File: src/sv/pfm_pkg.sv
// ----------------------------------------------------------------------------
// pfm_pkg
// types, constants and helpers for the prime field modular unit
// ----------------------------------------------------------------------------
`timescale 1ns / 1ps

package pfm_pkg;

  localparam int ACTION_W         = 2;
  localparam int OPND_W           = 32;
  localparam int FIELD_W          = 30;
  localparam int OPERAND_BITS_DEF = 32;

  // modular multiplier internal widths
  localparam int PROD_W = 2 * FIELD_W;
  localparam int Q_W    = FIELD_W + 1;
  localparam int Q2_W   = 2 * Q_W;

  localparam logic [FIELD_W-1:0] MODULUS = 30'd1000000007;

  localparam logic [OPND_W-1:0] MOD_X1 = OPND_W'(MODULUS);
  localparam logic [OPND_W-1:0] MOD_X2 = 32'd2 * MOD_X1;
  localparam logic [OPND_W-1:0] MOD_X3 = 32'd3 * MOD_X1;
  localparam logic [OPND_W-1:0] MOD_X4 = 32'd4 * MOD_X1;

  // fermat inverse exponent
  localparam logic [OPND_W-1:0] INV_EXP = MOD_X1 - 32'd2;

  // barrett constant floor(2^60 / p)
  localparam logic [63:0]    MU_FULL    = (64'd1 << PROD_W) / 64'(MODULUS);
  localparam logic [Q_W-1:0] BARRETT_MU = MU_FULL[Q_W-1:0];

  typedef enum logic [ACTION_W-1:0] {
    ACT_MUL  = 2'd0,
    ACT_POW  = 2'd1,
    ACT_INV  = 2'd2,
    ACT_NONE = 2'd3
  } action_t;

  typedef enum logic [2:0] {
    ST_IDLE,
    ST_ISSUE,
    ST_ISSUE_MUL,
    ST_WAIT,
    ST_DONE
  } state_t;

  typedef enum logic {
    TAG_SQ  = 1'b0,
    TAG_ACC = 1'b1
  } mm_tag_t;

  typedef struct packed {
    logic               valid;
    mm_tag_t            tag;
    logic [FIELD_W-1:0] x;
    logic [FIELD_W-1:0] y;
  } mm_req_t;

  typedef struct packed {
    logic               valid;
    mm_tag_t            tag;
    logic [FIELD_W-1:0] value;
    logic               busy;
  } mm_rsp_t;

  // reduce a 32-bit word mod p (any 32-bit value is below 5p)
  function automatic logic [FIELD_W-1:0] pfm_reduce(input logic [OPND_W-1:0] a);
    logic [OPND_W-1:0] r;
    priority if (a >= MOD_X4) begin
      r = a - MOD_X4;
    end else if (a >= MOD_X3) begin
      r = a - MOD_X3;
    end else if (a >= MOD_X2) begin
      r = a - MOD_X2;
    end else if (a >= MOD_X1) begin
      r = a - MOD_X1;
    end else begin
      r = a;
    end
    return r[FIELD_W-1:0];
  endfunction

endpackage

File: src/sv/pfm_req_if.sv
// ----------------------------------------------------------------------------
// pfm_req_if
// request channel: action and two operands under valid/ready
// ----------------------------------------------------------------------------
`timescale 1ns / 1ps

interface pfm_req_if import pfm_pkg::*; ();
  logic                valid;
  logic                ready;
  logic [ACTION_W-1:0] action;
  logic [OPND_W-1:0]   first_operand;
  logic [OPND_W-1:0]   second_operand;

  modport source (output valid, output action, output first_operand,
                  output second_operand, input ready);
  modport sink   (input valid, input action, input first_operand,
                  input second_operand, output ready);
endinterface

File: src/sv/pfm_rsp_if.sv
// ----------------------------------------------------------------------------
// pfm_rsp_if
// result channel: field value under valid/ready
// ----------------------------------------------------------------------------
`timescale 1ns / 1ps

interface pfm_rsp_if import pfm_pkg::*; ();
  logic               valid;
  logic               ready;
  logic [FIELD_W-1:0] value;

  modport source (output valid, output value, input ready);
  modport sink   (input valid, input value, output ready);
endinterface

File: src/sv/pfm_modmul.sv
// ----------------------------------------------------------------------------
// pfm_modmul
// five-stage modular multiplier, x * y mod p with barrett reduction
// ----------------------------------------------------------------------------
`timescale 1ns / 1ps

module pfm_modmul import pfm_pkg::*; (
  input  logic    clk,
  input  logic    rst,
  input  mm_req_t req,
  output mm_rsp_t rsp
);

  logic               v1, v2, v3, v4, v5;
  mm_tag_t            t1, t2, t3, t4, t5;
  logic [PROD_W-1:0]  prod1;
  logic [OPND_W-1:0]  xl2, xl3;
  logic [Q2_W-1:0]    q2;
  logic [OPND_W-1:0]  q3p;
  logic [OPND_W-1:0]  r4;
  logic [FIELD_W-1:0] val5;

  always_ff @(posedge clk) begin
    if (rst) begin
      v1 <= 1'b0;
      v2 <= 1'b0;
      v3 <= 1'b0;
      v4 <= 1'b0;
      v5 <= 1'b0;
    end else begin
      v1 <= req.valid;
      v2 <= v1;
      v3 <= v2;
      v4 <= v3;
      v5 <= v4;
    end
  end

  always_ff @(posedge clk) begin
    t1 <= req.tag;
    t2 <= t1;
    t3 <= t2;
    t4 <= t3;
    t5 <= t4;
    // full product, below p^2
    prod1 <= PROD_W'(req.x) * PROD_W'(req.y);
    // quotient estimate from the top 31 bits
    q2  <= Q2_W'(prod1[PROD_W-1:FIELD_W-1]) * Q2_W'(BARRETT_MU);
    xl2 <= prod1[OPND_W-1:0];
    // only the low word matters, the remainder is below 3p
    q3p <= OPND_W'(q2[Q2_W-1:Q_W]) * MOD_X1;
    xl3 <= xl2;
    r4  <= xl3 - q3p;
    val5 <= pfm_reduce(r4);
  end

  always_comb begin
    rsp.valid = v5;
    rsp.tag   = t5;
    rsp.value = val5;
    rsp.busy  = v1 | v2 | v3 | v4 | v5;
  end

endmodule

File: src/sv/prime_field_modular_unit.sv
// ----------------------------------------------------------------------------
// prime_field_modular_unit
// multiply, power and fermat inverse modulo 1000000007
//
//   channel  dir  payload
//   req      in   action, first_operand, second_operand
//   rsp      out  value
//
// one request at a time; req.ready is high only while idle.
// right-to-left square-and-multiply on one five-stage modular multiplier:
// each exponent bit up to the top set bit takes a square, each set bit also a
// multiply; square and multiply overlap in the pipe, and the next bit waits
// until the pipe is empty. action 3 gives 0.
// rst is synchronous and returns to idle; the result waits in rsp until taken.
// ----------------------------------------------------------------------------
`timescale 1ns / 1ps

module prime_field_modular_unit import pfm_pkg::*; #(
  parameter int OPERAND_BITS = OPERAND_BITS_DEF
) (
  input  logic         clk,
  input  logic         rst,
  pfm_req_if.sink      req,
  pfm_rsp_if.source    rsp
);

  // exponent bits that can be nonzero
  localparam int EXP_W = (OPERAND_BITS < OPND_W) ? OPERAND_BITS : OPND_W;

  state_t             state, state_next;
  logic [FIELD_W-1:0] acc, acc_next;
  logic [FIELD_W-1:0] sq, sq_next;
  logic [EXP_W-1:0]   expo, expo_next;
  logic [FIELD_W-1:0] a_red, b_red;
  mm_req_t            mm_req;
  mm_rsp_t            mm_rsp;

  pfm_modmul u_modmul (
    .clk (clk),
    .rst (rst),
    .req (mm_req),
    .rsp (mm_rsp)
  );

  assign a_red = pfm_reduce(OPND_W'(req.first_operand[EXP_W-1:0]));
  assign b_red = pfm_reduce(OPND_W'(req.second_operand[EXP_W-1:0]));

  always_ff @(posedge clk) begin
    if (rst) begin
      state <= ST_IDLE;
    end else begin
      state <= state_next;
    end
  end

  always_ff @(posedge clk) begin
    acc  <= acc_next;
    sq   <= sq_next;
    expo <= expo_next;
  end

  always_comb begin
    state_next = state;
    acc_next   = acc;
    sq_next    = sq;
    expo_next  = expo;
    mm_req.valid = 1'b0;
    mm_req.tag   = TAG_SQ;
    mm_req.x     = sq;
    mm_req.y     = sq;

    if (mm_rsp.valid) begin
      if (mm_rsp.tag == TAG_ACC) begin
        acc_next = mm_rsp.value;
      end else begin
        sq_next = mm_rsp.value;
      end
    end

    unique case (state)
      ST_IDLE: begin
        if (req.valid) begin
          state_next = ST_ISSUE;
          unique case (action_t'(req.action))
            ACT_MUL: begin
              // one step with exponent 1 leaves acc * sq
              acc_next  = a_red;
              sq_next   = b_red;
              expo_next = EXP_W'(1);
            end
            ACT_POW: begin
              acc_next  = FIELD_W'(1);
              sq_next   = a_red;
              expo_next = req.second_operand[EXP_W-1:0];
            end
            ACT_INV: begin
              acc_next  = FIELD_W'(1);
              sq_next   = a_red;
              expo_next = INV_EXP[EXP_W-1:0];
            end
            ACT_NONE: begin
              acc_next  = '0;
              sq_next   = '0;
              expo_next = '0;
            end
            default: begin
              acc_next  = '0;
              sq_next   = '0;
              expo_next = '0;
            end
          endcase
        end
      end
      ST_ISSUE: begin
        if (expo == '0) begin
          state_next = ST_DONE;
        end else begin
          mm_req.valid = 1'b1;
          mm_req.tag   = TAG_SQ;
          expo_next    = expo >> 1;
          state_next   = expo[0] ? ST_ISSUE_MUL : ST_WAIT;
        end
      end
      ST_ISSUE_MUL: begin
        // sq still holds the old square here
        mm_req.valid = 1'b1;
        mm_req.tag   = TAG_ACC;
        mm_req.x     = acc;
        state_next   = ST_WAIT;
      end
      ST_WAIT: begin
        if (!mm_rsp.busy) begin
          state_next = ST_ISSUE;
        end
      end
      ST_DONE: begin
        if (rsp.ready) begin
          state_next = ST_IDLE;
        end
      end
      default: begin
        state_next = ST_IDLE;
      end
    endcase
  end

  assign req.ready = (state == ST_IDLE);
  assign rsp.valid = (state == ST_DONE);
  assign rsp.value = acc;

endmodule

File: src/flat_wrapper.sv
// flat-port wrapper written by rule: the top's interface ports become plain ports
module prime_field_modular_unit_flat import pfm_pkg::*;
#(
  parameter int OPERAND_BITS = OPERAND_BITS_DEF
)
  (clk, rst, req_valid, req_action, req_first_operand, req_second_operand, req_ready, rsp_valid, rsp_value, rsp_ready);
  pfm_req_if req_i ();
  pfm_rsp_if rsp_i ();
  input  logic clk;
  input  logic rst;
  input wire logic [$bits(req_i.valid)-1:0] req_valid;
  input wire logic [$bits(req_i.action)-1:0] req_action;
  input wire logic [$bits(req_i.first_operand)-1:0] req_first_operand;
  input wire logic [$bits(req_i.second_operand)-1:0] req_second_operand;
  output wire logic [$bits(req_i.ready)-1:0] req_ready;
  output wire logic [$bits(rsp_i.valid)-1:0] rsp_valid;
  output wire logic [$bits(rsp_i.value)-1:0] rsp_value;
  input wire logic [$bits(rsp_i.ready)-1:0] rsp_ready;
  assign req_i.valid = req_valid;
  assign req_i.action = req_action;
  assign req_i.first_operand = req_first_operand;
  assign req_i.second_operand = req_second_operand;
  assign req_ready = req_i.ready;
  assign rsp_valid = rsp_i.valid;
  assign rsp_value = rsp_i.value;
  assign rsp_i.ready = rsp_ready;
  prime_field_modular_unit #(.OPERAND_BITS(OPERAND_BITS)) u_core (.clk(clk), .rst(rst), .req(req_i), .rsp(rsp_i));
endmodule
File: config.mk
export PLATFORM = sky130hd
export DESIGN_NAME = prime_field_modular_unit_flat
export DESIGN_NICKNAME = d
export VERILOG_FILES = /design/src/sv/pfm_pkg.sv /design/src/sv/pfm_req_if.sv /design/src/sv/pfm_rsp_if.sv /design/src/sv/pfm_modmul.sv /design/src/sv/prime_field_modular_unit.sv /design/src/flat_wrapper.sv
export SDC_FILE = /design/constraint.sdc
export NUM_CORES = 2
export LEC_CHECK = 0
export BUFFER_PORTS_ARGS = -buffer_cell sky130_fd_sc_hd__buf_2
export CORE_UTILIZATION = 35
export DETAILED_ROUTE_END_ITERATION = 6
export PLACE_DENSITY = 0.6
export SYNTH_ARGS = -nofsm -noshare
export SYNTH_HDL_FRONTEND = slang
export SYNTH_SLANG_ARGS = --single-unit
File: constraint.sdc
create_clock -name clk -period 9.3 [get_ports clk]
set_input_delay 0.465 -clock clk [delete_from_list [all_inputs] [get_ports clk]]
set_output_delay 0.465 -clock clk [all_outputs]
set_load 0.01 [all_outputs]
; ---- Yosys cells after proc, flatten, opt, wreduce, memory -nomap -nowiden
; Cells that the tools add are included.
[totals]
ff_bits = 382
in_bits = 70
out_inout_bits = 32
wordCells = 106
[op_classes]
addsub = 13
n_mul = 3
magnitude_cmp = 12
eq_ne = 11
muxes = 35
n_bitwise = 4
reduce_logical = 7
[ops]
columns = cell, n
row1 = $mux 30, 21
row2 = $sub 30x30->30 const B, 12
row3 = $ge 32x32->1 const B, 6
row4 = $pmux 30 s3, 2
row5 = $pmux 32 s4, 1
row6 = $ge 32x30->1 const B, 3
row7 = $ge 32x31->1 const B, 3
row8 = $mux 32, 2
row9 = $pmux 32 s2, 1
row10 = $mul 30x30->60, 1
row11 = $mul 31x28->59 const B, 1
row12 = $logic_not 32->1, 1
row13 = $mul 31x30->32 const B, 1
row14 = $sub 32x32->32, 1
row15 = $pmux 3 s5, 1
row16 = $mux 3, 4
row17 = $eq 3x2->1 const B, 2
row18 = $ne 2x2->1 const B, 3
row19 = $reduce_and 3->1, 2
row20 = $eq 2x2->1 const B, 2
row21 = $or 1x1->1, 4
row22 = $pmux 2 s2, 1
row23 = $eq 3x1->1 const B, 1
row24 = $eq 3x3->1 const B, 1
row25 = other kinds (8), 8

; ---- Logic depth before layout (Yosys ltp)
[depth]
depth_word = 8
depth_mapped = 37

; ---- Cells and area by module
; Synthesis repeated with hierarchy kept, for this count alone.
[hier_totals]
cells_unflattened = 7539
hier_area_um2 = 69016.2
[modules_own_cells]
columns = mod, instances, cells_each, area_per_inst_um2
row1 = pfm_modmul, 1, 6138, 58647.5
row2 = prime_field_modular_unit, 1, 1401, 10368.7

; ---- Least setup slack after synthesis
; No wires, ideal clock.
[synth_timing]
path_type = flip-flop to flip-flop
from = reg u_core.state[1]
to = reg u_core.u_modmul.prod1[53]
setup_time_ns = 0.072
arrival_time_ns = 8.310
required_time_ns = 9.228
path_slack_ns = 0.917
path_stages_with_launch = 36
path_buffers = 4
period_less_slack_ns = 8.383
path_cell_list = dfxtp_1 > clkbuf_1 > nand2_1 > inv_1 > clkbuf_1 > nand2_1 > nand2_1 > clkbuf_1 > clkbuf_1 > nand2_1 > fa_1 > inv_1 > fa_1 > inv_1 > fa_1 > inv_1 > fa_1 > inv_1 > fa_1 > inv_1 > fa_1 > fa_1 > inv_1 > fa_1 > inv_1 > ha_1 > a21o_1 > a21o_1 > a21oi_1 > nand2b_1 > o21ai_0 > a21oi_1 > or3b_1 > a21o_1 > a21oi_1 > xnor2_1
[synth_via]
elab_chain_cells = 3
[synth_rtl]
columns = item, line_no
row1 = from (decl), prime_field_modular_unit.sv:30  ; state_t state, state_next;
row2 = from (signal assigned), prime_field_modular_unit.sv:52  ; state <= state_next;
row3 = $eq 3x2->1, prime_field_modular_unit.sv:80  ; unique case (state)
row4 = $mux 30, prime_field_modular_unit.sv:80
row5 = $mul 30x30->60, pfm_modmul.sv:46  ; prod1 <= PROD_W'(req.x) * PROD_W'(req.y);
row6 = to (signal assigned), pfm_modmul.sv:46
row7 = to (decl), pfm_modmul.sv:16  ; logic [PROD_W-1:0] prod1;
; Every way passes these cells.
; A chain may end at the register's enable or synchronous reset.

; ---- Worst setup path in the final report
[layout_timing]
from = reg u_core.state[0]
to = reg u_core.u_modmul.prod1[58]
; The elaborated chain is that of the path after synthesis.

==> metrics.yaml <==
cts_hold_buf: 0
netlist.area_leader.share: 0.359
slew_headroom: 0.194
fin_crit_ns: 8.89
synth_top_family_by_area: "adder cells"
root_buffer: "clkbuf_16"
critPathSlowestCell: "fa_1"
drtIter0Drc: 4007
ys_seq_area_frac: 0.109
initial_core_util: 0.354
nNetsFinal: 9632
fin_crit_sh: 0.956
ys_ff_latch: 354
routed_wirelength_um: 224000
dp_hpwl_um: 185000
clk_latency_ns: 0.62
n_fill_cell: 19500
syn2layout_area_growth_pct: 7.50
ys_top_cells_by_area: "fa_1, ha_1, dfxtp_1"
slew_violations: 0
drc: 0
cp_slowest_stage_delay_ns: 0.58
critPathLaunchType: "flop"
worst_slew_pin_slew_ns: 1.21
cpMostUsedCell: "fa_1"
regArea_um2: 7410
setup_slack_ns: 0.407
crit_required_ns: 9.81
cts_tree: "built"
synth-simple-area-share: 0.136
ant_nets: 0
grt_max_degree: 62
postSynthAreaPerCell_um2: 9.03
netlist_instances: 7557
rows: 161
drive_gt1_frac: 0.0516
die_area_um2: 197000
grt-ovfl-total: 0
cp_data_arrival_time_ns: 9.40
cts_sinks: 354
grt_pass1_vias: 56700
grt_usage: 0.232
cts_buffer_depth: 3
grt_pass1_wl_um: 348000
gp_congestion: 0.942
synth_xor_area_frac: 0.0307
antenna_found_initial: 20
pre_cts_ws_ns: -0.251
dr.pass1.iters: 6
hold_viol_final: 0
synth_edf_count: 32
skew_ns: 0.0544
hold_class: "in -> reg"
yosysUniqueCellTypes: 88
core_um2: 193000
cts_made_buffers: 42
die_x_um: 443
synth.largest_area_cell: "fa_1"
htree_num_levels: 2
synth_adder_area_share: 0.509
io_pins: 102
final_common_cell: "inv_1"
synthesis.nets: 9669
vias: 53000
die_y_um: 443
yosys_warnings: 0
multiInputGateArea_um2: 53700
syn-cell-area_um2: 68200
finalSetupViolCount: 0
vias_per_cell: 5.25
outcome: "finished clean"
io_buffers: 101
synthMuxAreaShare: 0.00679
mostFrequentLayoutCells: "inv_1, fa_1, ha_1"
worst-path-max-fanout: 13
rsz0062_at_grt: "false"
post_drt_wl_per_cell_um: 22.2
async_reset_ff_frac: 0
synth_compound_area_frac: 0.104
worstSetupEndpointType: "flop"
critical_path_class: "reg -> reg"
maxCapViolCount: 0
yosys_most_used_dff: "dfxtp_1"
fmax_mhz: 112
path_clk_slew_ns: 0.06
## critical path: cells and delay by family (launching register included)
family	cells	cell delay, ns
AOI/OAI and AO/OA	9	1.99
xor gates and xnor gates	1	0.16
adders and majority gates	9	4.54
buffers and inverters	6	0.78
DFF	1	0.34
and+or+nand+nor	5	0.99
## final cells by class
type / instances / area share
multi-input combinational: 5293 / 0.732
inverter: 1556 / 0.0797
clock buffer: 51 / 0.0156
timing repair buffer: 273 / 0.0247
clock inverter: 26 / 0.00367
antenna: 16 / 0.000546
sequential: 354 / 0.101
tap: 2526 / 0.0431
## cell families after synthesis
logic type      after synthesis
compound gates             1077
xor+xnor                    239
fa+ha+maj                  2042
buf+inv                    1910
flops                       354
mux                          46
simple gates               1889
## synth_stat cells (39+ instances only)
library cell / number
a31oi_1: 70
a21o_1: 90
o21a_1: 46
and2_1: 503
xnor2_1: 171
fa_1: 1224
xor2_1: 68
and3_1: 39
mux2i_1: 44
ha_1: 818
a21oi_1: 284
nand3_1: 93
dfxtp_1: 322
inv_1: 1555
nor3_1: 61
clkbuf_1: 333
nand2_1: 798
o21ai_0: 194
nor2_1: 200
## metrics by stage
stage | std cells | setup TNS [ns] | hold slack (ns) | instance area (µm²) | util
finish | 10100 | 0 | 0.170 | 73300 | 0.380
global route | 10100 | 0 | 0.160 | 73300 | 0.380
CTS | 10100 | 0 | 0.140 | 73300 | 0.380
detailed placement | 10000 | -0.844 | 0.312 | 71900 | 0.372
global placement | 10000 | -0.938 | 0.313 | 71900 | 0.372
floorplan | 7557 | 0 | 0.310 | 68200 | -
## state kept, by name, summed over array words and instances (netlist names), 31 cells and up
signal	cells
u_core.u_modmul.xl2	32
u_core.u_modmul.prod1	60
u_core.u_modmul.r4	32
u_core.expo	32
u_core.u_modmul.xl3	32
u_core.u_modmul.q2	31
u_core.u_modmul.q3p	32
## layer usage
layer  track usage  wire (µm)  vias to the layer above
li1              -          -                    23800
met1         0.294      91000                    26900
met2         0.386     107000                     1833
met3        0.0276      12800                      461
met4         0.120      13600                        0
met5             0          0                        -
## timing repair
item | CTS | global route
pin swaps | 0 | 0
gates cloned | 0 | 0
setup endpoints to repair | 9 | 8
resized for setup | 2 | 6
buffers inserted | 0 | 0
## final timing paths
check	endpoint	slack [ns]	cells after the start	from
max reg2reg	u_core.u_modmul.prod1[58]	0.41	30	u_core.state[0]
max	u_core.u_modmul.prod1[58]	0.41	30	u_core.state[0]
min	u_core.u_modmul.v2	0.17	2	rst
min reg2reg	u_core.u_modmul.xl3[12]	0.30	0	u_core.u_modmul.xl2[12]
Power is not shown: default switching activity piles up to over one toggle a cycle in this logic, so the estimate is an artifact.
